===== config.mk =====
export PLATFORM = sky130hd
export DESIGN_NAME = crpg_aspect_div
export DESIGN_NICKNAME = d
export VERILOG_FILES = /design/src/rtl/camera_primary_ray_generation_defines.svh /design/src/rtl/crpg_pkg.sv /design/src/rtl/crpg_aspect_div.sv
export SDC_FILE = /design/constraint.sdc
export NUM_CORES = 1
export LEC_CHECK = 0
export ABC_AREA = 1
export BUFFER_PORTS_ARGS = -buffer_cell sky130_fd_sc_hd__buf_4
export CELL_PAD_IN_SITES_DETAIL_PLACEMENT = 1
export CELL_PAD_IN_SITES_GLOBAL_PLACEMENT = 1
export CORE_MARGIN = 5
export CORE_UTILIZATION = 37
export CTS_CLUSTER_DIAMETER = 60
export DETAILED_ROUTE_END_ITERATION = 12
export GPL_ROUTABILITY_DRIVEN = 0
export GPL_TIMING_DRIVEN = 1
export HOLD_SLACK_MARGIN = 0.12
export MAX_ROUTING_LAYER = met4
export PLACE_DENSITY = 0.71
export SLEW_MARGIN = 20
export SYNTH_ARGS = -nofsm -noshare
export SYNTH_HDL_FRONTEND = slang
export SYNTH_SLANG_ARGS = --single-unit
export TNS_END_PERCENT = 30

===== constraint.sdc =====
create_clock -name clk -period 2 [get_ports clk]
set_input_delay 0.1 -clock clk [delete_from_list [all_inputs] [get_ports clk]]
set_output_delay 0.1 -clock clk [all_outputs]
set_load 0.1 [all_outputs]

===== src/rtl/camera_primary_ray_generation_defines.svh =====
// Assertion macros shared by the camera ray generator RTL.
`ifndef CAMERA_PRIMARY_RAY_GENERATION_DEFINES_SVH
`define CAMERA_PRIMARY_RAY_GENERATION_DEFINES_SVH
`ifndef SYNTHESIS
`define CRPG_ASSERT_NOW(lbl, ant, cons, msg) \
  lbl: assert property (@(posedge clk) disable iff (rst) (ant) |-> (cons)) else $error(msg);
`define CRPG_ASSERT_NEXT(lbl, ant, cons, msg) \
  lbl: assert property (@(posedge clk) disable iff (rst) (ant) |=> (cons)) else $error(msg);
`else
`define CRPG_ASSERT_NOW(lbl, ant, cons, msg)
`define CRPG_ASSERT_NEXT(lbl, ant, cons, msg)
`endif
`endif


===== src/rtl/crpg_pkg.sv =====
// Types, widths and register codes of the camera ray generator.
`default_nettype none
package crpg_pkg;
  localparam int COORD_BITS = 12;
  localparam int PROD_W = COORD_BITS + 17;
  localparam int TX_W = PROD_W + 16;
  localparam int M1_W = TX_W - 11;
  localparam int PH_W = M1_W + 16;
  localparam int MAG_W = 31;
  localparam int SUM_W = 64;
  localparam int LEN_W = 32;
  localparam int NUM_W = 46;
  localparam int QB = 15;
  localparam int DIR_W = 16;
  localparam int SQRT_STAGES = 32;
  localparam int IDX_W = 3;

  localparam logic [IDX_W-1:0] REG_INV_WIDTH = 3'd0;
  localparam logic [IDX_W-1:0] REG_INV_HEIGHT = 3'd1;
  localparam logic [IDX_W-1:0] REG_TAN_HALF_FOV = 3'd2;
  localparam logic [IDX_W-1:0] REG_CAM_POS_X = 3'd3;
  localparam logic [IDX_W-1:0] REG_CAM_POS_Y = 3'd4;
  localparam logic [IDX_W-1:0] REG_CAM_POS_Z = 3'd5;

  localparam logic [15:0] INV_SIZE_RESET = 16'd256;
  localparam logic [15:0] TAN_RESET = 16'd4096;
  localparam logic [31:0] ASPECT_RESET = 32'h0001_0000;

  typedef struct packed {
    logic [COORD_BITS-1:0] pixel_x;
    logic [COORD_BITS-1:0] pixel_y;
  } pixel_t;

  typedef struct packed {
    logic signed [15:0] dir_x;
    logic signed [15:0] dir_y;
    logic signed [15:0] dir_z;
    logic signed [31:0] origin_x;
    logic signed [31:0] origin_y;
    logic signed [31:0] origin_z;
  } ray_t;
endpackage
`default_nettype wire


===== src/rtl/crpg_aspect_div.sv =====
// Radix-2 iterative divider for the aspect ratio inv_height/inv_width in Q16.16.
`default_nettype none
module crpg_aspect_div (
  input  logic        clk,
  input  logic        rst,
  input  logic        start,
  input  logic [15:0] inv_width,
  input  logic [15:0] inv_height,
  output logic        busy,
  output logic [31:0] aspect
);
  logic [15:0] rem;
  logic [15:0] dsr;
  logic [4:0]  count;
  logic [16:0] rem_sh;
  logic        fits;

  // aspect doubles as the dividend shift register: dividend bits out, quotient bits in
  assign rem_sh = {rem, aspect[31]};
  assign fits = rem_sh >= {1'b0, dsr};

  always_ff @(posedge clk) begin
    if (rst) begin
      busy <= 1'b0;
      count <= '0;
      aspect <= crpg_pkg::ASPECT_RESET;
      rem <= '0;
      dsr <= crpg_pkg::INV_SIZE_RESET;
    end else if (start) begin
      busy <= 1'b1;
      count <= '0;
      aspect <= {inv_height, 16'd0};
      rem <= '0;
      dsr <= inv_width;
    end else if (busy) begin
      rem <= fits ? 16'(rem_sh - {1'b0, dsr}) : rem_sh[15:0];
      aspect <= {aspect[30:0], fits};
      count <= count + 5'd1;
      if (count == 5'd31) begin
        busy <= 1'b0;
      end
    end
  end
endmodule
`default_nettype wire


==> impl_metrics.env <==
export IMPL_path_max_fanout=7
export IMPL_layout_commonest_cell="nand2_1"
export IMPL_slowest_delay_ps=330
export IMPL_numCtsBuffers=9
export IMPL_post_synth_and_or_nand_nor_area_fraction=0.299
export IMPL_endpoint_kind="flop"
export IMPL_synth_top_family_by_area="simple AND/OR/NAND/NOR gates"
export IMPL_io_pins=68
export IMPL_crit_family="simple AND/OR/NAND/NOR gates"
export IMPL_routed_wl_um=12900
export IMPL_cp_cell_sequence="inv_2 > ha_4 > nand2_2 > nor2_2 > inv_2 > nor3_4 > nand2_8 > nand2_8 > buf_4 > nand3_1 > nand2_1 > a21oi_1"
export IMPL_holdPathEnd="dsr[4]"
export IMPL_antenna_found_initial=0
export IMPL_seq_area_frac_synth=0.367
export IMPL_grt_max_degree=48
export IMPL_synth_async_reset_ratio=0
export IMPL_cts_sinks=70
export IMPL_via_per_inst=5.03
export IMPL_fin_crit_ps=1910
export IMPL_dr_pass1_iters=4
export IMPL_syn_to_final_growth_pct=42.2
export IMPL_grtUsageTotal=0.212
export IMPL_period_share=0.953
export IMPL_dp_hpwl_um=9000
export IMPL_whs_path_depth=3
export IMPL_pwr_share_clk=0.301
export IMPL_rows=37
export IMPL_port_buffers=67
export IMPL_final_cell_mix="nand2_1, buf_4, inv_1, nor2_1, dfxtp_1"
export IMPL_fin_total_pwr_mw=3.45
export IMPL_tritoncts="built"
export IMPL_rr_worst_depth=12
export IMPL_avgSynthCellArea_um2=6.82
export IMPL_netlist_instances=560
export IMPL_via_count=4098
export IMPL_muxShareOfSynthArea=0
export IMPL_layout_drive_gt1_share=0.262
export IMPL_pwr_density_cell_nw_per_um2=635
export IMPL_hp_class="input port to flop"
export IMPL_detail_route_iter0_violations=141
export IMPL_start_util=0.375
export IMPL_slew_violations=0
export IMPL_die_x_um=112
export IMPL_design_area_um2=5430
export IMPL_fillCellCount=1318
export IMPL_synth_xor_area_share=0.0184
export IMPL_ys_warnings_count=0
export IMPL_seqPwrFrac=0.433
export IMPL_reg2reg_to="rem[13]"
export IMPL_relSlewSlack=0.476
export IMPL_die_h_um=112
export IMPL_setup_tns_ps=0
export IMPL_antenna_cells=0
export IMPL_clk_pin_slew_ps=90
export IMPL_holdWs_ps=132
export IMPL_p_sw_frac=0.346
export IMPL_yosys_cell_types_count=35
export IMPL_synth_nets=614
export IMPL_synth_seq_cells=70
export IMPL_grt_pass1_wl_um=21100
export IMPL_postPlaceCellArea_um2=4560
export IMPL_synth_compound_area_frac=0.141
export IMPL_drc=0
export IMPL_core_area_um2=10200
export IMPL_fin_cells=815
export IMPL_die_area_um2=12400
export IMPL_overflow=0
export IMPL_synth_ff_type="dfxtp_1"
export IMPL_antenna_left=0
export IMPL_dp_cells=760
export IMPL_leakage_nw=2.52
export IMPL_synth_area_um2=3820
export IMPL_clk_latency_ps=360
export IMPL_status="completed"
export IMPL_irDropWorstVdd_v=0.000457
export IMPL_synth_fa_ha_area_frac=0.0642
export IMPL_synth_edf_count=0
export IMPL_htreeDepth=3
export IMPL_nNetsFinal=728
export IMPL_path_class="flop to flop"
export IMPL_r2r_start="dsr[10]"
export IMPL_worstSetupStartpointType="flop"
export IMPL_r2r_setup_slack_ps=90
export IMPL_min_from="inv_width[4]"
export IMPL_arrival_ps=2120
export IMPL_path_buf_inv=3
export IMPL_skew_ps=20.2
export IMPL_setup_viol_count_final=0
export IMPL_fmax_mhz=525
export IMPL_detail_route_wl_per_cell_um=15.9
export IMPL_p_int_mw=2.25
export IMPL_critPathSlowestCell="dfxtp_2"
export IMPL_first_global_vias=4285
export IMPL_tightest_slew_ps=786
export IMPL_hold_viol=0
export IMPL_p_switching_mw=1.19
export IMPL_power_share_combinational=0.266
export IMPL_drv_cap=0
export IMPL_clk_path_buf_depth=2
export IMPL_rsz0062_at_grt="yes"
export IMPL_critPathRequiredTime_ps=2220
export IMPL_cts_root_buf="clkbuf_8"
==> flip-flops by register name, indices dropped and copies added (netlist names) <==
name and count:
rem 16, dsr 16, aspect 32, busy 1, count 5
==> worst max path at each step <==
stage	from	to	slack [ps]	depth (start not counted)
after floorplan	aspect[31]	rem[12]	20	13
after global routing	dsr[10]	rem[7]	-40	13
after CTS	dsr[13]	rem[8]	0.5	13
after detailed placement	dsr[8]	rem[9]	-50	14
after global placement	dsr[8]	rem[12]	0.2	14
final	dsr[10]	rem[13]	90	12
==> stage by stage <==
step	setup slack (ps)	util
3_5_place_dp	-53.7	0.448
2_1_floorplan	22.5	-
5_1_grt	-44.6	0.533
6_report	93.9	0.533
3_3_place_gp	0.222	0.448
4_1_cts	0.539	0.513
==> synth_stat cells, types with 3 or more instances <==
master    instances  area (um^2)
a21oi_1          45          225
buf_6             3         33.8
clkbuf_1         17         63.8
dfxtp_1          70         1400
ha_1             18          225
inv_1            82          308
nand2_1         131          492
nand2_2           4         25.0
nand3_1          33          165
nand4_1          13         81.3
nor2_1           60          225
nor2_2            3         18.8
nor3_1            8         40.0
o21ai_0          28          140
o21ai_1           3         15.0
o221ai_1         13          114
xnor2_1           3         26.3
xor2_1            5         43.8
==> worst register-to-register path, delay by kind of cell (launching register included) <==
kind	cells	cell delay, ps
flip-flops	1	330
adder cells (fa/ha/maj)	1	290
AND/OR/NAND/NOR	7	870
AO/OA/AOI/OAI	1	50
buffers and inverters	3	230
==> layer usage <==
metal  track usage  share of wire  up-vias
li1              -              -     2049
met1         0.253           0.44     1964
met2         0.370           0.51       70
met3        0.0348          0.035       15
met4        0.0560          0.012        0
met5             -              0        -
==> layout make-up <==
class                      instances  area, um^2  share of cell area
tap                              136         170              0.0314
inverter                          83         312              0.0574
clock buffer                      11         141              0.0260
clock inverter                     5        35.0             0.00645
timing repair buffer             126        1060               0.196
sequential                        70        1420               0.262
multi-input combinational        384        2280               0.421
==> power by group through the flow <==
stage	Sequential, mW	Clock [mW]	Combinational (mW)
CTS	1.49	1.05	0.870
floorplan	1.75	0	0.309
detailed placement	1.52	0	0.787
global route	1.50	1.14	0.985
global placement	1.52	0	0.774
finish	1.49	1.04	0.917
==> what timing repair did <==
item	4_1_cts	5_1_grt
buffers inserted	2	3
hold buffers	34	0
resized for setup	14	54
cloned	0	0
pin swaps	2	9
setup endpoints to repair	14	16
hold endpoints to repair	31	0
==> cells by family (layout without fill, tap and decap cells) <==
kind of cell,Yosys count,after routing
xor+xnor,8,8
simple gates,262,262
buf+inv,106,225
compound gates,95,95
flops,70,70
fa+ha+maj,19,19
Power figures use the tool's default switching activity.
