**config.mk**
```make
export PLATFORM = sky130hd
export DESIGN_NAME = crpg_unit_div
export DESIGN_NICKNAME = d
export VERILOG_FILES = /design/src/rtl/camera_primary_ray_generation_defines.svh /design/src/rtl/crpg_pkg.sv /design/src/rtl/crpg_unit_div.sv
export SDC_FILE = /design/constraint.sdc
export NUM_CORES = 2
export LEC_CHECK = 0
export ABC_AREA = 1
export BUFFER_PORTS_ARGS = -buffer_cell sky130_fd_sc_hd__buf_2
export CAP_MARGIN = 20
export CORE_ASPECT_RATIO = 2
export CORE_MARGIN = 2
export CORE_UTILIZATION = 45
export CTS_CLUSTER_SIZE = 20
export DETAILED_ROUTE_END_ITERATION = 7
export PLACE_DENSITY = 0.72
export REMOVE_ABC_BUFFERS = 1
export SYNTH_ARGS = -nofsm -noshare
export SYNTH_HDL_FRONTEND = slang
export SYNTH_SLANG_ARGS = --single-unit
```
**constraint.sdc**
```tcl
create_clock -name clk -period 3.19 [get_ports clk]
set_input_delay 0.957 -clock clk [delete_from_list [all_inputs] [get_ports clk]]
set_output_delay 0.957 -clock clk [all_outputs]
set_load 0.03 [all_outputs]
```
**src/rtl/camera_primary_ray_generation_defines.svh**
```systemverilog
// Assertion macros shared by the camera ray generator RTL.
`ifndef CAMERA_PRIMARY_RAY_GENERATION_DEFINES_SVH
`define CAMERA_PRIMARY_RAY_GENERATION_DEFINES_SVH
`ifndef SYNTHESIS
`define CRPG_ASSERT_NOW(lbl, ant, cons, msg) \
  lbl: assert property (@(posedge clk) disable iff (rst) (ant) |-> (cons)) else $error(msg);
`define CRPG_ASSERT_NEXT(lbl, ant, cons, msg) \
  lbl: assert property (@(posedge clk) disable iff (rst) (ant) |=> (cons)) else $error(msg);
`else
`define CRPG_ASSERT_NOW(lbl, ant, cons, msg)
`define CRPG_ASSERT_NEXT(lbl, ant, cons, msg)
`endif
`endif

```
**src/rtl/crpg_pkg.sv**
```systemverilog
// Types, widths and register codes of the camera ray generator.
`default_nettype none
package crpg_pkg;
  localparam int COORD_BITS = 12;
  localparam int PROD_W = COORD_BITS + 17;
  localparam int TX_W = PROD_W + 16;
  localparam int M1_W = TX_W - 11;
  localparam int PH_W = M1_W + 16;
  localparam int MAG_W = 31;
  localparam int SUM_W = 64;
  localparam int LEN_W = 32;
  localparam int NUM_W = 46;
  localparam int QB = 15;
  localparam int DIR_W = 16;
  localparam int SQRT_STAGES = 32;
  localparam int IDX_W = 3;

  localparam logic [IDX_W-1:0] REG_INV_WIDTH = 3'd0;
  localparam logic [IDX_W-1:0] REG_INV_HEIGHT = 3'd1;
  localparam logic [IDX_W-1:0] REG_TAN_HALF_FOV = 3'd2;
  localparam logic [IDX_W-1:0] REG_CAM_POS_X = 3'd3;
  localparam logic [IDX_W-1:0] REG_CAM_POS_Y = 3'd4;
  localparam logic [IDX_W-1:0] REG_CAM_POS_Z = 3'd5;

  localparam logic [15:0] INV_SIZE_RESET = 16'd256;
  localparam logic [15:0] TAN_RESET = 16'd4096;
  localparam logic [31:0] ASPECT_RESET = 32'h0001_0000;

  typedef struct packed {
    logic [COORD_BITS-1:0] pixel_x;
    logic [COORD_BITS-1:0] pixel_y;
  } pixel_t;

  typedef struct packed {
    logic signed [15:0] dir_x;
    logic signed [15:0] dir_y;
    logic signed [15:0] dir_z;
    logic signed [31:0] origin_x;
    logic signed [31:0] origin_y;
    logic signed [31:0] origin_z;
  } ray_t;
endpackage
`default_nettype wire

```
**src/rtl/crpg_unit_div.sv**
```systemverilog
// Pipelined restoring divider lane: one quotient bit per stage.
`default_nettype none
module crpg_unit_div (
  input  logic                        clk,
  input  logic                        en,
  input  logic [crpg_pkg::NUM_W-1:0]  num,
  input  logic [crpg_pkg::LEN_W-1:0]  den,
  output logic [crpg_pkg::QB-1:0]     quot
);
  logic [crpg_pkg::NUM_W-1:0] rem [crpg_pkg::QB+1];
  logic [crpg_pkg::LEN_W-1:0] dd  [crpg_pkg::QB+1];
  logic [crpg_pkg::QB-1:0]    q   [crpg_pkg::QB+1];

  always_ff @(posedge clk) begin
    if (en) begin
      rem[0] <= num;
      dd[0] <= den;
      q[0] <= '0;
    end
  end

  for (genvar j = 0; j < crpg_pkg::QB; j++) begin : g_stage
    localparam int BIT = crpg_pkg::QB - 1 - j;
    logic [crpg_pkg::NUM_W-1:0] dsh;
    assign dsh = crpg_pkg::NUM_W'(dd[j]) << BIT;
    always_ff @(posedge clk) begin
      if (en) begin
        dd[j+1] <= dd[j];
        if (rem[j] >= dsh) begin
          rem[j+1] <= rem[j] - dsh;
          q[j+1] <= q[j] | (crpg_pkg::QB'(1) << BIT);
        end else begin
          rem[j+1] <= rem[j];
          q[j+1] <= q[j];
        end
      end
    end
  end

  assign quot = q[crpg_pkg::QB];
endmodule
`default_nettype wire

```
==> flow_summary.yaml, run 1 <==
floorplan:
  io_pins: 95
  die_y_um: 628
  chipWidth_um: 316
  start_util_pct: 45.3
  rows: 228
place:
  portBuffers: 94
  hpwl_um: 430000
  place.gp.congestion: 1.18
  pre_cts_slack_ns: -0.304
logic_synthesis:
  yosysSeqAreaShare_pct: 44.3
  synth-seq-cells: 1290
  yosys-top-cells-area: "edfxtp_1 44%, nand2_1 19%, inv_1 9.9%, ha_1 6.9%, nor2_1 4.5%"
  yosysWarnings: 0
  synthAdderAreaFrac_pct: 7.19
  synth_cell_types: 50
  synth-xor-area-share_pct: 2.80
  synthSimpleGateAreaFrac_pct: 30.5
  synth_top_family_by_area: "simple AND/OR/NAND/NOR gates"
  synth-compound-area-share_pct: 4.32
  synthCells: 11744
  synth.area.mux_share_pct: 0
  synth.top_cell.area_share_pct: 44.3
  synth_area_leader_cell: "edfxtp_1"
  syn-cell-area_mm2: 0.0875
  syn_area_per_cell_um2: 7.45
clock_network:
  htree_levels: 3
  cts.root.buffer_cell: "clkbuf_16"
  ctsHoldBuffers: 0
  cts_buffers: 119
  cts_max_path_buffers: 3
  clkSinkCount: 1290
global_routing:
  overflow: 7664
  grt_usage_pct: 74.8
  grt_pass1_wl_um: 1100000
  grt_max_degree: 180
  grt_pass1_vias: 119487
status:
  tool.error: "[ERROR GRT-0116] Global routing finished with congestion. Check the congestion regions in the DRC Viewer."
  outcome: "did not finish"
  failed_stage: "5_1_grt"
==> cells by family after synthesis <==
kind of cell               after synthesis
buffers and inverters                 2448
AOI/OAI and AO/OA                      699
xor gates and xnor gates               280
adders and majority gates              494
and+or+nand+nor                       6533
DFF                                   1290
==> Yosys cell counts, drive strengths merged <==
library cell and count:
ha 480, xnor2 39, nand2b 2, a211oi 1, o211ai 3, nand2 4368
xor2 241, nor3 137, nor2 1068, buf 95, o21bai 30, fa 14
a21boi 7, a21o 11, and3 9, inv 2333, nand3 714, clkinv 1
nand3b 99, o21ai 180, a21oi 459, edfxtp 1290, and2 12, nand4 85
o21a 8, clkbuf 19, nor4 23, or2 16
==> stage by stage <==
stage	setup TNS [ns]	instances	utilization [%]	area (um2)
2_1_floorplan	-0.630	11630	-	86700
3_3_place_gp	-7.10	15575	52.7	102000
3_5_place_dp	-5.53	15575	52.7	102000
4_1_cts	0	15796	54.9	106000
==> timing repair <==
item / CTS
endpoints found under the setup margin: 27
gates resized for setup: 5
setup buffers: 0
pin swaps: 2
==> per-layer routing <==
layer  overflow  global-route usage [%]
met1         40                    65.2
met5          4                    16.7
met4       1451                    84.1
met2       6129                     106
met3         40                    49.6
==> run 2: changes to the inputs <==
--- a/config.mk
+++ b/config.mk
@@ -8,12 +8,10 @@
 export ABC_AREA = 1
 export BUFFER_PORTS_ARGS = -buffer_cell sky130_fd_sc_hd__buf_2
 export CAP_MARGIN = 20
-export CORE_ASPECT_RATIO = 2
 export CORE_MARGIN = 2
-export CORE_UTILIZATION = 45
-export CTS_CLUSTER_SIZE = 20
+export CORE_UTILIZATION = 30
 export DETAILED_ROUTE_END_ITERATION = 7
-export PLACE_DENSITY = 0.72
+export PLACE_DENSITY_LB_ADDON = 0.15
 export REMOVE_ABC_BUFFERS = 1
 export SYNTH_ARGS = -nofsm -noshare
 export SYNTH_HDL_FRONTEND = slang
==> constraint.sdc (replaced) <==
create_clock -name clk -period 4.15 [get_ports clk]
set_input_delay 1.245 -clock clk [delete_from_list [all_inputs] [get_ports clk]]
set_output_delay 1.245 -clock clk [all_outputs]
set_load 0.03 [all_outputs]
==> flow_summary.yaml, run 2 <==
floorplan:
  io_pins: 95
  core_area_mm2: 0.291
  rows: 198
  die_area_mm2: 0.296
  die_y_um: 544
  chipWidth_um: 544
  start_util_pct: 30.1
logic_synthesis:
  synth_most_common_cell: "nand2_1"
  synth.cells.most_frequent: "4322 x nand2_1, 2315 x inv_1, 1290 x edfxtp_1, 1042 x nor2_1, 706 x nand3_1"
  synth_edf_count: 1290
  synth_area_leader_cell: "edfxtp_1"
  synth.top_cell.area_share_pct: 44.3
  synth_cell_types: 50
  synthCells: 11744
  async_flop_share_pct: 0
  syn_area_per_cell_um2: 7.45
  synthFlopType: "edfxtp_1"
  synth-seq-cells: 1290
  syn-cell-area_mm2: 0.0875
  yosysWarnings: 0
  yosysSeqAreaShare_pct: 44.3
  yosys-top-cells-area: "edfxtp_1 44%, nand2_1 19%, inv_1 9.9%, ha_1 6.9%, nor2_1 4.5%"
drt:
  antenna_left: 0
  drt-total-wl_um: 334000
  wl_per_cell_um: 20.9
  drc: 0
  drtIter0Drc: 6872
  dr.pass1.iters: 8
  vias: 74555
  avgViaCountPerCell: 4.66
layout:
  area_delta_synth_final_pct: 12.2
  largest-register: "rem"
  largest_reg_flops: 690
  final_common_cell: "nand2_1"
  fin_nets: 12520
  final_area_mm2: 0.0982
  layout_common_cells: "4321 x nand2_1, 2315 x inv_1, 1290 x edfxtp_1"
  finalNonFillerCells: 15982
  layout-drive-gt1-share_pct: 4.47
  reg_top3: "rem x690, dd x480, q x120"
worst_hold_path:
  hold_class: "flip-flop to flip-flop"
sta:
  setup_viol: 0
  finalHoldViolCount: 0
  rsz0062_at_grt: "false"
  tightest_slew_ns: 1.21
  fin_skew_ns: 0.0602
  finalSetupTns_ns: 0
  slew_viol_final: 0
  fin_ws_ns: 0.550
  fin_crit_ns: 3.60
  min_period_over_period_pct: 86.7
  max_freq_mhz: 278
  relSlewSlack_pct: 19.1
global_routing:
  grt_pass1_wl_um: 484000
  grt_usage_pct: 22.2
  grt_pass1_vias: 71477
  overflow: 0
  antenna_found_initial: 11
  grt_max_degree: 164
clock_network:
  clk_pin_slew_ns: 0.06
  htree_levels: 4
  clock_latency_ns: 0.86
  clkSinkCount: 1290
  cts.root.buffer_cell: "clkbuf_16"
  cts_max_path_buffers: 4
  tritoncts: "yes"
  cts_resized: 0
  post_cts_buffers: 0
  cts_buffers: 165
  ctsHoldBuffers: 0
place:
  pre_cts_slack_ns: 0.395
  hpwl_um: 278000
  dp_cells: 15679
  place.gp.congestion: 0.932
  portBuffers: 94
  placed_area_mm2: 0.0926
power_and_ir_drop:
  ir_drop_mv: 0.278
  pwr_density_cell_mw_per_mm2: 675
  power_leakage_nw: 48.2
worst_setup_path:
  path_class: "flip-flop to flip-flop"
  critPathArrivalTime_ns: 4.14
  critPathLaunchType: "flip-flop"
  path_max_fanout: 25
  cpMostUsedCell: "nand2_1"
  required_ns: 4.69
  max_stage_delay_ns: 0.96
  cp_slowest_cell: "nor3_1"
  crit_path_cell_trace: "nor2_1, nand2_1, nor3_1, nand2_1, inv_2, nand2_4, nand2_1, nand2_1"
  end_kind: "flip-flop"
run:
  maxCapViolations: 0
status:
  outcome: "finished clean"
-- run 2: cell counts after synthesis --
Identical to the previous run, type by type.
-- run 2: kinds of logic after synthesis --
logic type | synth area share (%)
buffers and inverters | 11.0
flip-flops | 44.3
XOR/XNOR | 2.80
AO/OA/AOI/OAI | 4.32
adder cells (fa/ha/maj) | 7.19
AND/OR/NAND/NOR | 30.5
-- run 2: worst paths after layout --
path / start / to / slack [ns] / cells past startpoint
setup / recovery: rem[0][366] / rem[1][27] / 0.55 / 8
hold / removal: q[13][4] / q[14][4] / 0.41 / 0
setup reg to reg: rem[0][366] / rem[1][27] / 0.55 / 8
hold reg to reg: q[13][4] / q[14][4] / 0.41 / 0
-- run 2: cell type report --
class	count	area, um2
antenna	4	10.0
clock buffer	190	4240
clock inverter	109	1360
fill	31164	192000
inverter	2334	8760
multi-input combinational	8006	39200
sequential	1290	38700
tap	3900	4880
timing repair buffer	149	1020
-- run 2: through the flow --
| stage | hold WS (ns) | total power, mW | util, % |
|---|---|---|---|
| detailed placement | 0.405 | 51.1 | 31.9 |
| global placement | 0.401 | 51.3 | 31.9 |
| CTS | 0.407 | 66.6 | 33.8 |
| global route | 0.409 | 71.1 | 33.8 |
| floorplan | 0.400 | 39.9 | - |
| finish | 0.409 | 66.2 | 33.8 |
-- run 2: metal layers --
layer	track usage [%]	part of all wire (%)
met1	31.6	47
met2	36.2	46
met3	2.43	5.1
met4	4.53	2.1
met5	0	0
-- run 2: critical path, delay by kind of cell (launching register included) --
kind / cells / cell delay (ns)
AND/OR/NAND/NOR: 7 / 2.61
flip-flops: 1 / 0.54
buffers and inverters: 1 / 0.12
-- run 2: where the power goes --
| group | internal [mW] | switching [mW] | total, mW |
|---|---|---|---|
| Sequential | 18.4 | 3.23 | 21.6 |
| Clock | 8.97 | 6.09 | 15.1 |
| Combinational | 9.24 | 20.3 | 29.6 |
(Power assumes the default switching activity.)
